File: src/vcu_pkg.sv
// ============================================================================
// vcu_pkg - shared types and constants of the vector clock unit
// Holds the command and result payload types, the configuration view and the
// codes used by the sequencer and the register block.
// ============================================================================
package vcu_pkg;

    // Fixed field widths of the command, result and configuration ports.
    localparam int ACTION_W    = 2;
    localparam int NODE_W      = 4;
    localparam int VALUE_W     = 32;
    localparam int COUNT_W     = 5;
    localparam int CFG_IDX_W   = 2;
    localparam int CFG_DATA_W  = 5;

    // Configuration register indexes.
    localparam logic [CFG_IDX_W-1:0] REG_MODE  = 2'd0;
    localparam logic [CFG_IDX_W-1:0] REG_OWN   = 2'd1;
    localparam logic [CFG_IDX_W-1:0] REG_COUNT = 2'd2;

    // Reset values of the configuration registers.
    localparam logic               MODE_RST  = 1'b0;
    localparam logic [NODE_W-1:0]  OWN_RST   = 4'd0;
    localparam logic [COUNT_W-1:0] COUNT_RST = 5'd16;

    typedef enum logic [ACTION_W-1:0] {
        ACT_INTERNAL = 2'd0,
        ACT_SEND     = 2'd1,
        ACT_RECEIVE  = 2'd2
    } action_t;

    typedef enum logic [2:0] {
        S_IDLE,
        S_RD_OWN,
        S_TICK,
        S_RX_RD,
        S_RX_MERGE,
        S_WALK,
        S_WALK_END,
        S_FLUSH
    } state_t;

    typedef struct packed {
        logic [ACTION_W-1:0] action;
        logic [NODE_W-1:0]   dest_node;
        logic [NODE_W-1:0]   entry_index;
        logic [VALUE_W-1:0]  entry_value;
        logic                first_entry;
    } cmd_t;

    typedef struct packed {
        logic [NODE_W-1:0]  out_index;
        logic [VALUE_W-1:0] out_value;
        logic               last_entry;
    } result_t;

    typedef struct packed {
        logic               mode;
        logic [NODE_W-1:0]  own_node;
        logic [COUNT_W-1:0] node_count;
    } cfg_t;

endpackage

File: src/vcu_ram.sv
// ============================================================================
// vcu_ram - synchronous table with one write and one registered read port
// Rows that were never written since reset read as zero, tracked by one
// valid flop per row.
// ============================================================================
module vcu_ram #(
    parameter int WIDTH = 32,
    parameter int DEPTH = 16
) (
    input  logic                     clk,
    input  logic                     rst_n,
    input  logic                     we,
    input  logic [$clog2(DEPTH)-1:0] waddr,
    input  logic [WIDTH-1:0]         wdata,
    input  logic [$clog2(DEPTH)-1:0] raddr,
    output logic [WIDTH-1:0]         rdata
);

    logic [WIDTH-1:0] mem [DEPTH];
    logic [DEPTH-1:0] row_vld_reg;
    logic [WIDTH-1:0] rdata_reg;

    always_ff @(posedge clk)
    begin
        if (we)
        begin
            mem[waddr] <= wdata;
        end
    end

    always_ff @(posedge clk or negedge rst_n)
    begin
        if (!rst_n)
        begin
            row_vld_reg <= '0;
        end
        else if (we)
        begin
            row_vld_reg[waddr] <= 1'b1;
        end
    end

    // Read returns the old contents when the same row is written this cycle.
    always_ff @(posedge clk)
    begin
        rdata_reg <= row_vld_reg[raddr] ? mem[raddr] : '0;
    end

    assign rdata = rdata_reg;

endmodule

File: src/vcu_seq.sv
// ============================================================================
// vcu_seq - command sequencer of the vector clock unit
// Reads, updates and writes back the clock and last-sent tables one row per
// cycle and produces the result transfers.
// ============================================================================
module vcu_seq #(
    parameter int MAX_NODES  = 16,
    parameter int CLOCK_BITS = 32
) (
    input  logic                         clk,
    input  logic                         rst_n,
    input  vcu_pkg::cfg_t                cfg,
    input  logic                         start,
    input  vcu_pkg::cmd_t                cmd,
    output logic                         busy,
    output logic                         result_valid,
    output vcu_pkg::result_t             result,
    output logic                         cvm_we,
    output logic [$clog2(MAX_NODES)-1:0] cvm_waddr,
    output logic [2*CLOCK_BITS-1:0]      cvm_wdata,
    output logic [$clog2(MAX_NODES)-1:0] cvm_raddr,
    input  logic [2*CLOCK_BITS-1:0]      cvm_rdata,
    output logic                         lsm_we,
    output logic [$clog2(MAX_NODES)-1:0] lsm_waddr,
    output logic [CLOCK_BITS-1:0]        lsm_wdata,
    output logic [$clog2(MAX_NODES)-1:0] lsm_raddr,
    input  logic [CLOCK_BITS-1:0]        lsm_rdata
);

    localparam int IDX_W = $clog2(MAX_NODES);
    localparam int CNT_W = $clog2(MAX_NODES + 1);
    localparam logic [CLOCK_BITS-1:0] CLK_MAX = '1;

    vcu_pkg::state_t  state_reg, state_next;
    vcu_pkg::action_t act_reg, act_next;
    logic [IDX_W-1:0]          dest_reg, dest_next;
    logic [vcu_pkg::NODE_W-1:0] idx_reg, idx_next;
    logic                      idx_ok_reg, idx_ok_next;
    logic [CLOCK_BITS-1:0]     val_reg, val_next;
    logic                      first_reg, first_next;
    logic                      mode_reg, mode_next;
    logic [CNT_W-1:0]          n_reg, n_next;
    logic [IDX_W-1:0]          own_reg, own_next;
    logic [CLOCK_BITS-1:0]     own_clk_reg, own_clk_next;
    logic [CLOCK_BITS-1:0]     bar_reg, bar_next;
    logic [IDX_W-1:0]          walk_idx_reg, walk_idx_next;
    logic                      chk_vld_reg, chk_vld_next;
    logic [IDX_W-1:0]          chk_idx_reg, chk_idx_next;
    logic                      pend_vld_reg, pend_vld_next;
    logic [IDX_W-1:0]          pend_idx_reg, pend_idx_next;
    logic [CLOCK_BITS-1:0]     pend_val_reg, pend_val_next;
    logic                      out_vld_reg, out_vld_next;
    vcu_pkg::result_t          out_reg, out_next;

    logic [CNT_W-1:0]      n_cur;
    logic [IDX_W-1:0]      own_cur;
    logic                  item_ok;
    logic [CLOCK_BITS-1:0] rd_cv;
    logic [CLOCK_BITS-1:0] rd_lu;
    logic [CLOCK_BITS-1:0] ticked;
    logic                  do_tick;
    logic                  walk_last;
    logic [CLOCK_BITS-1:0] merge_lu;

    // Effective node count and own index from the configuration registers.
    always_comb
    begin
        if (cfg.node_count == '0)
        begin
            n_cur = CNT_W'(1);
        end
        else if (int'(cfg.node_count) > MAX_NODES)
        begin
            n_cur = CNT_W'(MAX_NODES);
        end
        else
        begin
            n_cur = CNT_W'(cfg.node_count);
        end
        own_cur = (int'(cfg.own_node) < int'(n_cur)) ? IDX_W'(cfg.own_node)
                                                     : IDX_W'(n_cur - CNT_W'(1));
    end

    // A send to an unused destination and an unknown action are dropped.
    always_comb
    begin
        unique case (cmd.action)
            vcu_pkg::ACT_INTERNAL: item_ok = 1'b1;
            vcu_pkg::ACT_RECEIVE:  item_ok = 1'b1;
            vcu_pkg::ACT_SEND:     item_ok = int'(cmd.dest_node) < int'(n_cur);
            default:               item_ok = 1'b0;
        endcase
    end

    assign rd_cv     = cvm_rdata[CLOCK_BITS-1:0];
    assign rd_lu     = cvm_rdata[2*CLOCK_BITS-1:CLOCK_BITS];
    assign do_tick   = (act_reg != vcu_pkg::ACT_RECEIVE) || first_reg;
    assign ticked    = (do_tick && (rd_cv != CLK_MAX)) ? rd_cv + CLOCK_BITS'(1) : rd_cv;
    assign walk_last = CNT_W'(walk_idx_reg) == (n_reg - CNT_W'(1));
    assign merge_lu  = !mode_reg ? rd_lu
                     : (IDX_W'(idx_reg) == own_reg) ? val_reg : own_clk_reg;

    // Next state.
    always_comb
    begin
        state_next = state_reg;
        unique case (state_reg)
            vcu_pkg::S_IDLE:
            begin
                if (start && item_ok)
                begin
                    state_next = vcu_pkg::S_RD_OWN;
                end
            end
            vcu_pkg::S_RD_OWN:
            begin
                state_next = vcu_pkg::S_TICK;
            end
            vcu_pkg::S_TICK:
            begin
                unique case (act_reg)
                    vcu_pkg::ACT_SEND:    state_next = vcu_pkg::S_WALK;
                    vcu_pkg::ACT_RECEIVE: state_next = idx_ok_reg ? vcu_pkg::S_RX_RD
                                                                  : vcu_pkg::S_IDLE;
                    default:              state_next = vcu_pkg::S_IDLE;
                endcase
            end
            vcu_pkg::S_RX_RD:
            begin
                state_next = vcu_pkg::S_RX_MERGE;
            end
            vcu_pkg::S_RX_MERGE:
            begin
                state_next = vcu_pkg::S_IDLE;
            end
            vcu_pkg::S_WALK:
            begin
                if (walk_last)
                begin
                    state_next = vcu_pkg::S_WALK_END;
                end
            end
            vcu_pkg::S_WALK_END:
            begin
                state_next = vcu_pkg::S_FLUSH;
            end
            vcu_pkg::S_FLUSH:
            begin
                state_next = vcu_pkg::S_IDLE;
            end
        endcase
    end

    // Table accesses and register updates.
    always_comb
    begin
        act_next      = act_reg;
        dest_next     = dest_reg;
        idx_next      = idx_reg;
        idx_ok_next   = idx_ok_reg;
        val_next      = val_reg;
        first_next    = first_reg;
        mode_next     = mode_reg;
        n_next        = n_reg;
        own_next      = own_reg;
        own_clk_next  = own_clk_reg;
        bar_next      = bar_reg;
        walk_idx_next = walk_idx_reg;
        chk_vld_next  = (state_reg == vcu_pkg::S_WALK);
        chk_idx_next  = walk_idx_reg;
        pend_vld_next = pend_vld_reg;
        pend_idx_next = pend_idx_reg;
        pend_val_next = pend_val_reg;
        out_vld_next  = 1'b0;
        out_next      = out_reg;

        cvm_we    = 1'b0;
        cvm_waddr = own_reg;
        cvm_wdata = {rd_lu, ticked};
        cvm_raddr = own_reg;
        lsm_we    = 1'b0;
        lsm_waddr = dest_reg;
        lsm_wdata = ticked;
        lsm_raddr = dest_reg;

        unique case (state_reg)
            vcu_pkg::S_IDLE:
            begin
                act_next    = vcu_pkg::action_t'(cmd.action);
                dest_next   = IDX_W'(cmd.dest_node);
                idx_next    = cmd.entry_index;
                idx_ok_next = int'(cmd.entry_index) < int'(n_cur);
                val_next    = (64'(cmd.entry_value) > 64'(CLK_MAX))
                              ? CLK_MAX : CLOCK_BITS'(cmd.entry_value);
                first_next  = cmd.first_entry;
                mode_next   = cfg.mode;
                n_next      = n_cur;
                own_next    = own_cur;
            end
            vcu_pkg::S_RD_OWN:
            begin
                pend_vld_next = 1'b0;
            end
            vcu_pkg::S_TICK:
            begin
                own_clk_next  = ticked;
                bar_next      = lsm_rdata;
                walk_idx_next = '0;
                if (do_tick)
                begin
                    cvm_we    = 1'b1;
                    cvm_wdata = {mode_reg ? ticked : rd_lu, ticked};
                end
                if ((act_reg == vcu_pkg::ACT_SEND) && mode_reg)
                begin
                    lsm_we = 1'b1;
                end
                if (act_reg == vcu_pkg::ACT_INTERNAL)
                begin
                    out_vld_next        = 1'b1;
                    out_next.out_index  = vcu_pkg::NODE_W'(own_reg);
                    out_next.out_value  = vcu_pkg::VALUE_W'(ticked);
                    out_next.last_entry = 1'b1;
                end
                else if ((act_reg == vcu_pkg::ACT_RECEIVE) && !idx_ok_reg)
                begin
                    out_vld_next        = 1'b1;
                    out_next.out_index  = idx_reg;
                    out_next.out_value  = '0;
                    out_next.last_entry = 1'b1;
                end
            end
            vcu_pkg::S_RX_RD:
            begin
                cvm_raddr = IDX_W'(idx_reg);
            end
            vcu_pkg::S_RX_MERGE:
            begin
                cvm_waddr           = IDX_W'(idx_reg);
                cvm_wdata           = {merge_lu, val_reg};
                out_vld_next        = 1'b1;
                out_next.out_index  = idx_reg;
                out_next.last_entry = 1'b1;
                if (rd_cv < val_reg)
                begin
                    cvm_we             = 1'b1;
                    out_next.out_value = vcu_pkg::VALUE_W'(val_reg);
                end
                else
                begin
                    out_next.out_value = vcu_pkg::VALUE_W'(rd_cv);
                end
            end
            vcu_pkg::S_WALK:
            begin
                cvm_raddr     = walk_idx_reg;
                walk_idx_next = walk_idx_reg + IDX_W'(1);
            end
            vcu_pkg::S_WALK_END:
            begin
            end
            vcu_pkg::S_FLUSH:
            begin
                if (pend_vld_reg)
                begin
                    out_vld_next        = 1'b1;
                    out_next.out_index  = vcu_pkg::NODE_W'(pend_idx_reg);
                    out_next.out_value  = vcu_pkg::VALUE_W'(pend_val_reg);
                    out_next.last_entry = 1'b1;
                    pend_vld_next       = 1'b0;
                end
            end
        endcase

        // A walked row that qualifies pushes the one held back before it, so
        // the final one can still be marked as last when the walk ends.
        if (chk_vld_reg && (!mode_reg || (rd_lu > bar_reg)))
        begin
            if (pend_vld_reg)
            begin
                out_vld_next        = 1'b1;
                out_next.out_index  = vcu_pkg::NODE_W'(pend_idx_reg);
                out_next.out_value  = vcu_pkg::VALUE_W'(pend_val_reg);
                out_next.last_entry = 1'b0;
            end
            pend_vld_next = 1'b1;
            pend_idx_next = chk_idx_reg;
            pend_val_next = rd_cv;
        end
    end

    always_ff @(posedge clk or negedge rst_n)
    begin
        if (!rst_n)
        begin
            state_reg    <= vcu_pkg::S_IDLE;
            chk_vld_reg  <= 1'b0;
            pend_vld_reg <= 1'b0;
            out_vld_reg  <= 1'b0;
        end
        else
        begin
            state_reg    <= state_next;
            chk_vld_reg  <= chk_vld_next;
            pend_vld_reg <= pend_vld_next;
            out_vld_reg  <= out_vld_next;
        end
    end

    always_ff @(posedge clk)
    begin
        act_reg      <= act_next;
        dest_reg     <= dest_next;
        idx_reg      <= idx_next;
        idx_ok_reg   <= idx_ok_next;
        val_reg      <= val_next;
        first_reg    <= first_next;
        mode_reg     <= mode_next;
        n_reg        <= n_next;
        own_reg      <= own_next;
        own_clk_reg  <= own_clk_next;
        bar_reg      <= bar_next;
        walk_idx_reg <= walk_idx_next;
        chk_idx_reg  <= chk_idx_next;
        pend_idx_reg <= pend_idx_next;
        pend_val_reg <= pend_val_next;
        out_reg      <= out_next;
    end

    assign busy         = (state_reg != vcu_pkg::S_IDLE);
    assign result_valid = out_vld_reg;
    assign result       = out_reg;

endmodule

File: src/vector_clock_unit.sv
// ============================================================================
// vector_clock_unit - vector clock of one process with differential sends
// An internal event or an out-of-range receive shows its result from the own-row
// step, an in-range receive after its entry row is read and merged.
// A send walks the clock table one row per cycle over the n nodes in use.
// Reset: rst_n clears the registers and all table rows read as zero after it.
// ============================================================================
module vector_clock_unit #(
    parameter int MAX_NODES  = 16,
    parameter int CLOCK_BITS = 32
) (
    input  logic                               clk,
    input  logic                               rst_n,
    input  logic                               cfg_we,
    input  logic [vcu_pkg::CFG_IDX_W-1:0]      cfg_index,
    input  logic [vcu_pkg::CFG_DATA_W-1:0]     cfg_data,
    input  logic                               start,
    input  vcu_pkg::cmd_t                      cmd,
    output logic                               busy,
    output logic                               result_valid,
    output vcu_pkg::result_t                   result
);

    // The clock table holds, per node, the clock value in the low half of a
    // row and the last-update time in the high half, so that one read gives
    // everything a send walk needs for that node. The last-sent table is a
    // second memory addressed by destination node.
    localparam int IDX_W = $clog2(MAX_NODES);

    logic                    mode_reg;
    logic [vcu_pkg::NODE_W-1:0]  own_reg;
    logic [vcu_pkg::COUNT_W-1:0] count_reg;
    vcu_pkg::cfg_t           cfg;

    logic                    cvm_we;
    logic [IDX_W-1:0]        cvm_waddr;
    logic [2*CLOCK_BITS-1:0] cvm_wdata;
    logic [IDX_W-1:0]        cvm_raddr;
    logic [2*CLOCK_BITS-1:0] cvm_rdata;
    logic                    lsm_we;
    logic [IDX_W-1:0]        lsm_waddr;
    logic [CLOCK_BITS-1:0]   lsm_wdata;
    logic [IDX_W-1:0]        lsm_raddr;
    logic [CLOCK_BITS-1:0]   lsm_rdata;

    // Configuration registers. Writes to an unused index are dropped. The
    // sequencer takes a snapshot of the decoded values when a command is
    // accepted, so the registers are only meant to change while idle.
    always_ff @(posedge clk or negedge rst_n)
    begin
        if (!rst_n)
        begin
            mode_reg  <= vcu_pkg::MODE_RST;
            own_reg   <= vcu_pkg::OWN_RST;
            count_reg <= vcu_pkg::COUNT_RST;
        end
        else if (cfg_we)
        begin
            unique case (cfg_index)
                vcu_pkg::REG_MODE:  mode_reg  <= cfg_data[0];
                vcu_pkg::REG_OWN:   own_reg   <= cfg_data[vcu_pkg::NODE_W-1:0];
                vcu_pkg::REG_COUNT: count_reg <= cfg_data[vcu_pkg::COUNT_W-1:0];
                default:
                begin
                end
            endcase
        end
    end

    assign cfg = {mode_reg, own_reg, count_reg};

    // Clock value and last-update time per node.
    vcu_ram #(
        .WIDTH (2 * CLOCK_BITS),
        .DEPTH (MAX_NODES)
    ) u_clock_ram (
        .clk   (clk),
        .rst_n (rst_n),
        .we    (cvm_we),
        .waddr (cvm_waddr),
        .wdata (cvm_wdata),
        .raddr (cvm_raddr),
        .rdata (cvm_rdata)
    );

    // Own clock at the last send to each destination.
    vcu_ram #(
        .WIDTH (CLOCK_BITS),
        .DEPTH (MAX_NODES)
    ) u_sent_ram (
        .clk   (clk),
        .rst_n (rst_n),
        .we    (lsm_we),
        .waddr (lsm_waddr),
        .wdata (lsm_wdata),
        .raddr (lsm_raddr),
        .rdata (lsm_rdata)
    );

    // The sequencer reads the own row, ticks it unless it is a later entry of a
    // receive, then reports it, merges one received entry, or walks all used
    // rows for a send. Results leave through a register, one transfer per cycle
    // at most, and the next command can be accepted in the final result's cycle.
    vcu_seq #(
        .MAX_NODES  (MAX_NODES),
        .CLOCK_BITS (CLOCK_BITS)
    ) u_seq (
        .clk          (clk),
        .rst_n        (rst_n),
        .cfg          (cfg),
        .start        (start),
        .cmd          (cmd),
        .busy         (busy),
        .result_valid (result_valid),
        .result       (result),
        .cvm_we       (cvm_we),
        .cvm_waddr    (cvm_waddr),
        .cvm_wdata    (cvm_wdata),
        .cvm_raddr    (cvm_raddr),
        .cvm_rdata    (cvm_rdata),
        .lsm_we       (lsm_we),
        .lsm_waddr    (lsm_waddr),
        .lsm_wdata    (lsm_wdata),
        .lsm_raddr    (lsm_raddr),
        .lsm_rdata    (lsm_rdata)
    );

endmodule

File: config.mk
export PLATFORM = sky130hd
export DESIGN_NAME = vector_clock_unit
export DESIGN_NICKNAME = d
export VERILOG_FILES = /design/src/vcu_pkg.sv /design/src/vcu_ram.sv /design/src/vcu_seq.sv /design/src/vector_clock_unit.sv
export SDC_FILE = /design/constraint.sdc
export NUM_CORES = 2
export LEC_CHECK = 0
export ABC_AREA = 1
export BUFFER_PORTS_ARGS = -buffer_cell sky130_fd_sc_hd__buf_2
export CORE_MARGIN = 2
export CORE_UTILIZATION = 40
export CTS_CLUSTER_DIAMETER = 30
export CTS_CLUSTER_SIZE = 10
export DETAILED_ROUTE_END_ITERATION = 12
export REMOVE_ABC_BUFFERS = 1
export SKIP_LAST_GASP = 1
export SLEW_MARGIN = 25
export SYNTH_ARGS = -nofsm -noshare
export SYNTH_HDL_FRONTEND = slang
export SYNTH_SLANG_ARGS = --single-unit
File: constraint.sdc
create_clock -name clk -period 11.38 [get_ports clk]
set_input_delay 0 -clock clk [delete_from_list [all_inputs] [get_ports clk]]
set_output_delay 0 -clock clk [all_outputs]
set_load 0.01 [all_outputs]
==> summary.md <==
| Metric | Value |
|---|---|
| # rows | 163 |
| VDD IR max | 0.3247 mV |
| Fin nets | 7375 |
| Num CTS Buffers | 371 |
| RePlAce Congestion | ~0.96 |
| Routed vias/inst | around 5.5 |
| Syn. warnings | 0 |
| Switching share of total power | 38.71% |
| First-pass GRT wire length | between 300 and 400 mm |
| I/O Buffers | 92 |
| Worst hold-check path type | in2reg |
| DRC | 0 |
| Clk slew on worst S/H paths | approximately 0.050 ns |
| Seq cells post-synth | around 1900 |
| GRT overflow | 0 |
| Post-CTS setup buffers | 0 |
| Logic pwr share | around 34% |
| # resized after CTS | 0 |
| Register area | about 0.055 mm^2 |
| Antenna violations before repair | 15 |
| CP most frequent cell | nand2_1 |
| R2r setup slk | approximately 5.6 ns |
| WL per Instance | ~24 um |
| Final hold viol count | 0 |
| Crit end category | flip-flop |
| Share of layout cells above drive strength 1 | approximately an eighth |
| Syn avg cell area | around 11 um^2 |
| Die height | ~450 um |
| Vias in the first global route | around 54000 |
| Via count | about 56000 |
| Worst clock skew | 0.06580 ns |
| Crit path depth | 13 |
| Slew at the pin with the worst max-slew slack | around 1.1 ns |
| Leak pwr | between 30 and 40 nW |
| Root Driver | clkbuf_16 |
| CTS Buffer Depth | 4 |
| Post-CTS Hold Fix Bufs | 111 |
| DR iter-0 viols | 6442 |
| Max-capacitance violation count | 0 |
| Critical path fanouts, max | 43 |
| Setup TNS | 0 ns |
| Max reg flops | about 1000 |
| WP data arrival | 6.34 ns |
| Starting Density | approximately 40% |
| Sw Pwr | ~12 mW |
| TritonCTS clock tree | yes |
| Die area | slightly above 0.2 mm^2 |
| Tcrit/Tclk final | between 50% and 60% |
| Placed Cells | 9391 |
| Final wirelength | about 250 mm |
| Clk network pwr share | a little over a third |
| Final min period | around 5.8 ns |
| WHS Path Cells | 4 |
| DR pass1 iterations | 6 |
| Async set or reset register ratio after synthesis | around 2.6% |
| FMAX | roughly 170 MHz |
| Synth Cell Area | between 0.07 and 0.08 mm^2 |
| Max_slew headroom | between 20% and 30% |
| Number of synthesized flops with an enable pin | around 1700 |
| Post-DP HPWL | 144.1 mm |
| H-tree levels | 5 |
| CP Class | reg2reg |
| CTS sink cnt | approximately 1900 |
| Yosys cell types | 47 |
| Post-Layout Cell Count | a little over 10000 |
| CP Buf/Inv Count | 2 |
| Crit-path cells | inv_1 -> ha_1 -> a21oi_1 -> o21a_1 -> nand2_1 -> nand2_1 -> nand2_1 -> nand2_2 -> nand2_2 -> o22ai_1 -> nand2_1 -> nor2_4 -> buf_4 |
| Final Max Tran Viols | 0 |
| Status | finished, final reports clean |
| Unrepaired setup endpoints after global routing | false |
| Worst EP required | 11.91 ns |
| Pin count of the biggest net entering global routing | ~250 |
| Cell Int Power | approximately 19 mW |
| Tot GR Track Use | around a quarter |
| CP top delay family | simple AND/OR/NAND/NOR gates |
| Antenna-violating nets left | 0 |
| Setup-failing EPs final | 0 |
| Skew-Pair Late Insertion Delay | 0.94 ns |
| Top Ports | 93 |
| Synth Instances | around 6900 |
| P&R area growth vs syn | 21.94% |
| Top_reg_cell synth | edfxtp_1 |
| PD cells | roughly 320 mW/mm^2 |
| Crit path launch type | flip-flop |
| Reg2Reg Depth | 13 |
| Fillcell total | around 17000 |
| Max incr delay on CP | 0.83 ns |
| Die X | about 450 um |
| Flop pwr share | a little under a third |
| CP max stage cell | nand2_2 |
| Core area | slightly below 0.2 mm^2 |
| Multi-input combinational cell area | around 0.020 mm^2 |
| Seq/Total Area, Yosys | 69.15% |
[synthesized netlist by cell type, drive strengths merged, types with 3 or more instances]
library cell	n	area share, %
nand3	909	5.8
clkinv	3	0.014
nor2	269	1.3
a21oi	373	2.4
clkbuf	234	1.1
ha	80	1.3
a41oi	32	0.35
buf	176	1.2
a21boi	5	0.047
inv	861	4.1
dfxtp	137	3.5
xor2	21	0.23
o211ai	361	3.4
nor3	5	0.032
o21ai	374	2.4
o21bai	9	0.085
o21a	4	0.038
a22oi	128	1.2
dfrtp	47	1.5
edfxtp	1694	64
nand2	1177	5.6
xnor2	4	0.044
o22ai	13	0.10
nand4	10	0.079
[cells by family (layout without fill, tap and decap cells)]
family	after synthesis	after routing	synth area share, %
other cells	0	6	0
fa+ha+maj	80	80	1.263
simple gates	2374	2374	12.78
flops	1879	1879	69.15
xor+xnor	25	25	0.2762
buf+inv	1274	1869	6.434
compound gates	1310	1310	10.10
[worst register-to-register path: cells and delay by family, from the launching register on]
kind	cells	cell delay (ns)
DFF	1	0.39
AOI/OAI and AO/OA	3	0.85
buffers and inverters	2	0.89
and+or+nand+nor	7	2.95
adders and majority gates	1	0.26
[layout make-up]
cell class,instances,area share (%)
Tap cell,2640,3.417
Antenna cell,6,0.01553
Inverter,864,3.372
Timing Repair Buffer,336,2.853
Sequential cell,1879,56.71
Multi-Input combinational cell,3789,20.56
Clock inverter,240,2.937
Clock buffer,429,10.14
[worst paths after layout]
kind,endpoint,startpoint
setup / recovery,u_clock_ram.mem[4][2]$_DFFE_PP_,u_seq.val_reg[5]$_DFFE_PP_
hold / removal,u_seq.idx_ok_reg$_DFFE_PP_,cmd[36]
setup reg to reg,u_clock_ram.mem[4][2]$_DFFE_PP_,u_seq.val_reg[5]$_DFFE_PP_
hold reg to reg,u_seq.pend_idx_reg[2]$_DFFE_PP_,u_seq.chk_idx_reg[2]$_DFF_P_
max in group asynchronous,u_seq.pend_vld_reg$_DFFE_PN0P_,rst_n
min in group asynchronous,mode_reg$_DFFE_PN0P_,rst_n
[layout by cell type, fill, tap and decap left out, types with 6 or more instances in the layout]
cell type and instances:
o22ai_1 13, ha_1 80, inv_1 848, edfxtp_1 1694
clkinv_1 36, dfrtp_1 47, clkinv_4 33, xor2_1 21
nor2_1 227, buf_2 93, o21ai_1 7, dlygate4sd3_1 111
clkinv_2 52, o21ai_0 362, nand3_1 906, a21oi_4 10
a41oi_1 32, bufinv_16 52, buf_4 118, a21oi_1 345
clkinvlp_4 42, a21oi_2 18, o211ai_1 361, clkbuf_16 375
a22oi_1 128, diode_2 6, nand2_1 1170, buf_12 6
inv_6 24, dfxtp_1 137, inv_2 9, nand4_1 10
clkinv_8 6, o21bai_1 9, clkbuf_1 33, nor2_4 40
clkbuf_8 21
[metal layers]
layer	track usage (%)	share of wire [%]
met1	32.68	41
met3	4.442	8.8
met5	0	0
met2	37.30	46
met4	11.01	4.6
[power groups by stage]
stage / Sequential [mW] / Clock [mW] / Combinational, mW
floorplan: 9.84 / 0 / 6.14
global placement: 9.88 / 0 / 10.0
detailed placement: 9.90 / 0 / 10.2
CTS: 9.78 / 11.0 / 10.2
global route: 9.82 / 11.4 / 11.2
finish: 9.79 / 10.9 / 10.4
[per-stage QoR]
stage / power (mW) / util, % / setup WS, ns / instance area, um^2 / hold WS (ns)
floorplan: 15.98 / - / -5.215 / 77410 / -0.2956
global placement: 19.92 / 41.92 / 5.761 / 82670 / 0.1992
detailed placement: 20.05 / 41.94 / 5.675 / 82710 / 0.1911
CTS: 31.03 / 48.91 / 5.625 / 96460 / 0.04944
global route: 32.42 / 49.00 / 5.364 / 96640 / 0.08499
finish: 31.13 / 49.01 / 5.566 / 96660 / 0.1053
Power figures use the tool's default switching activity.
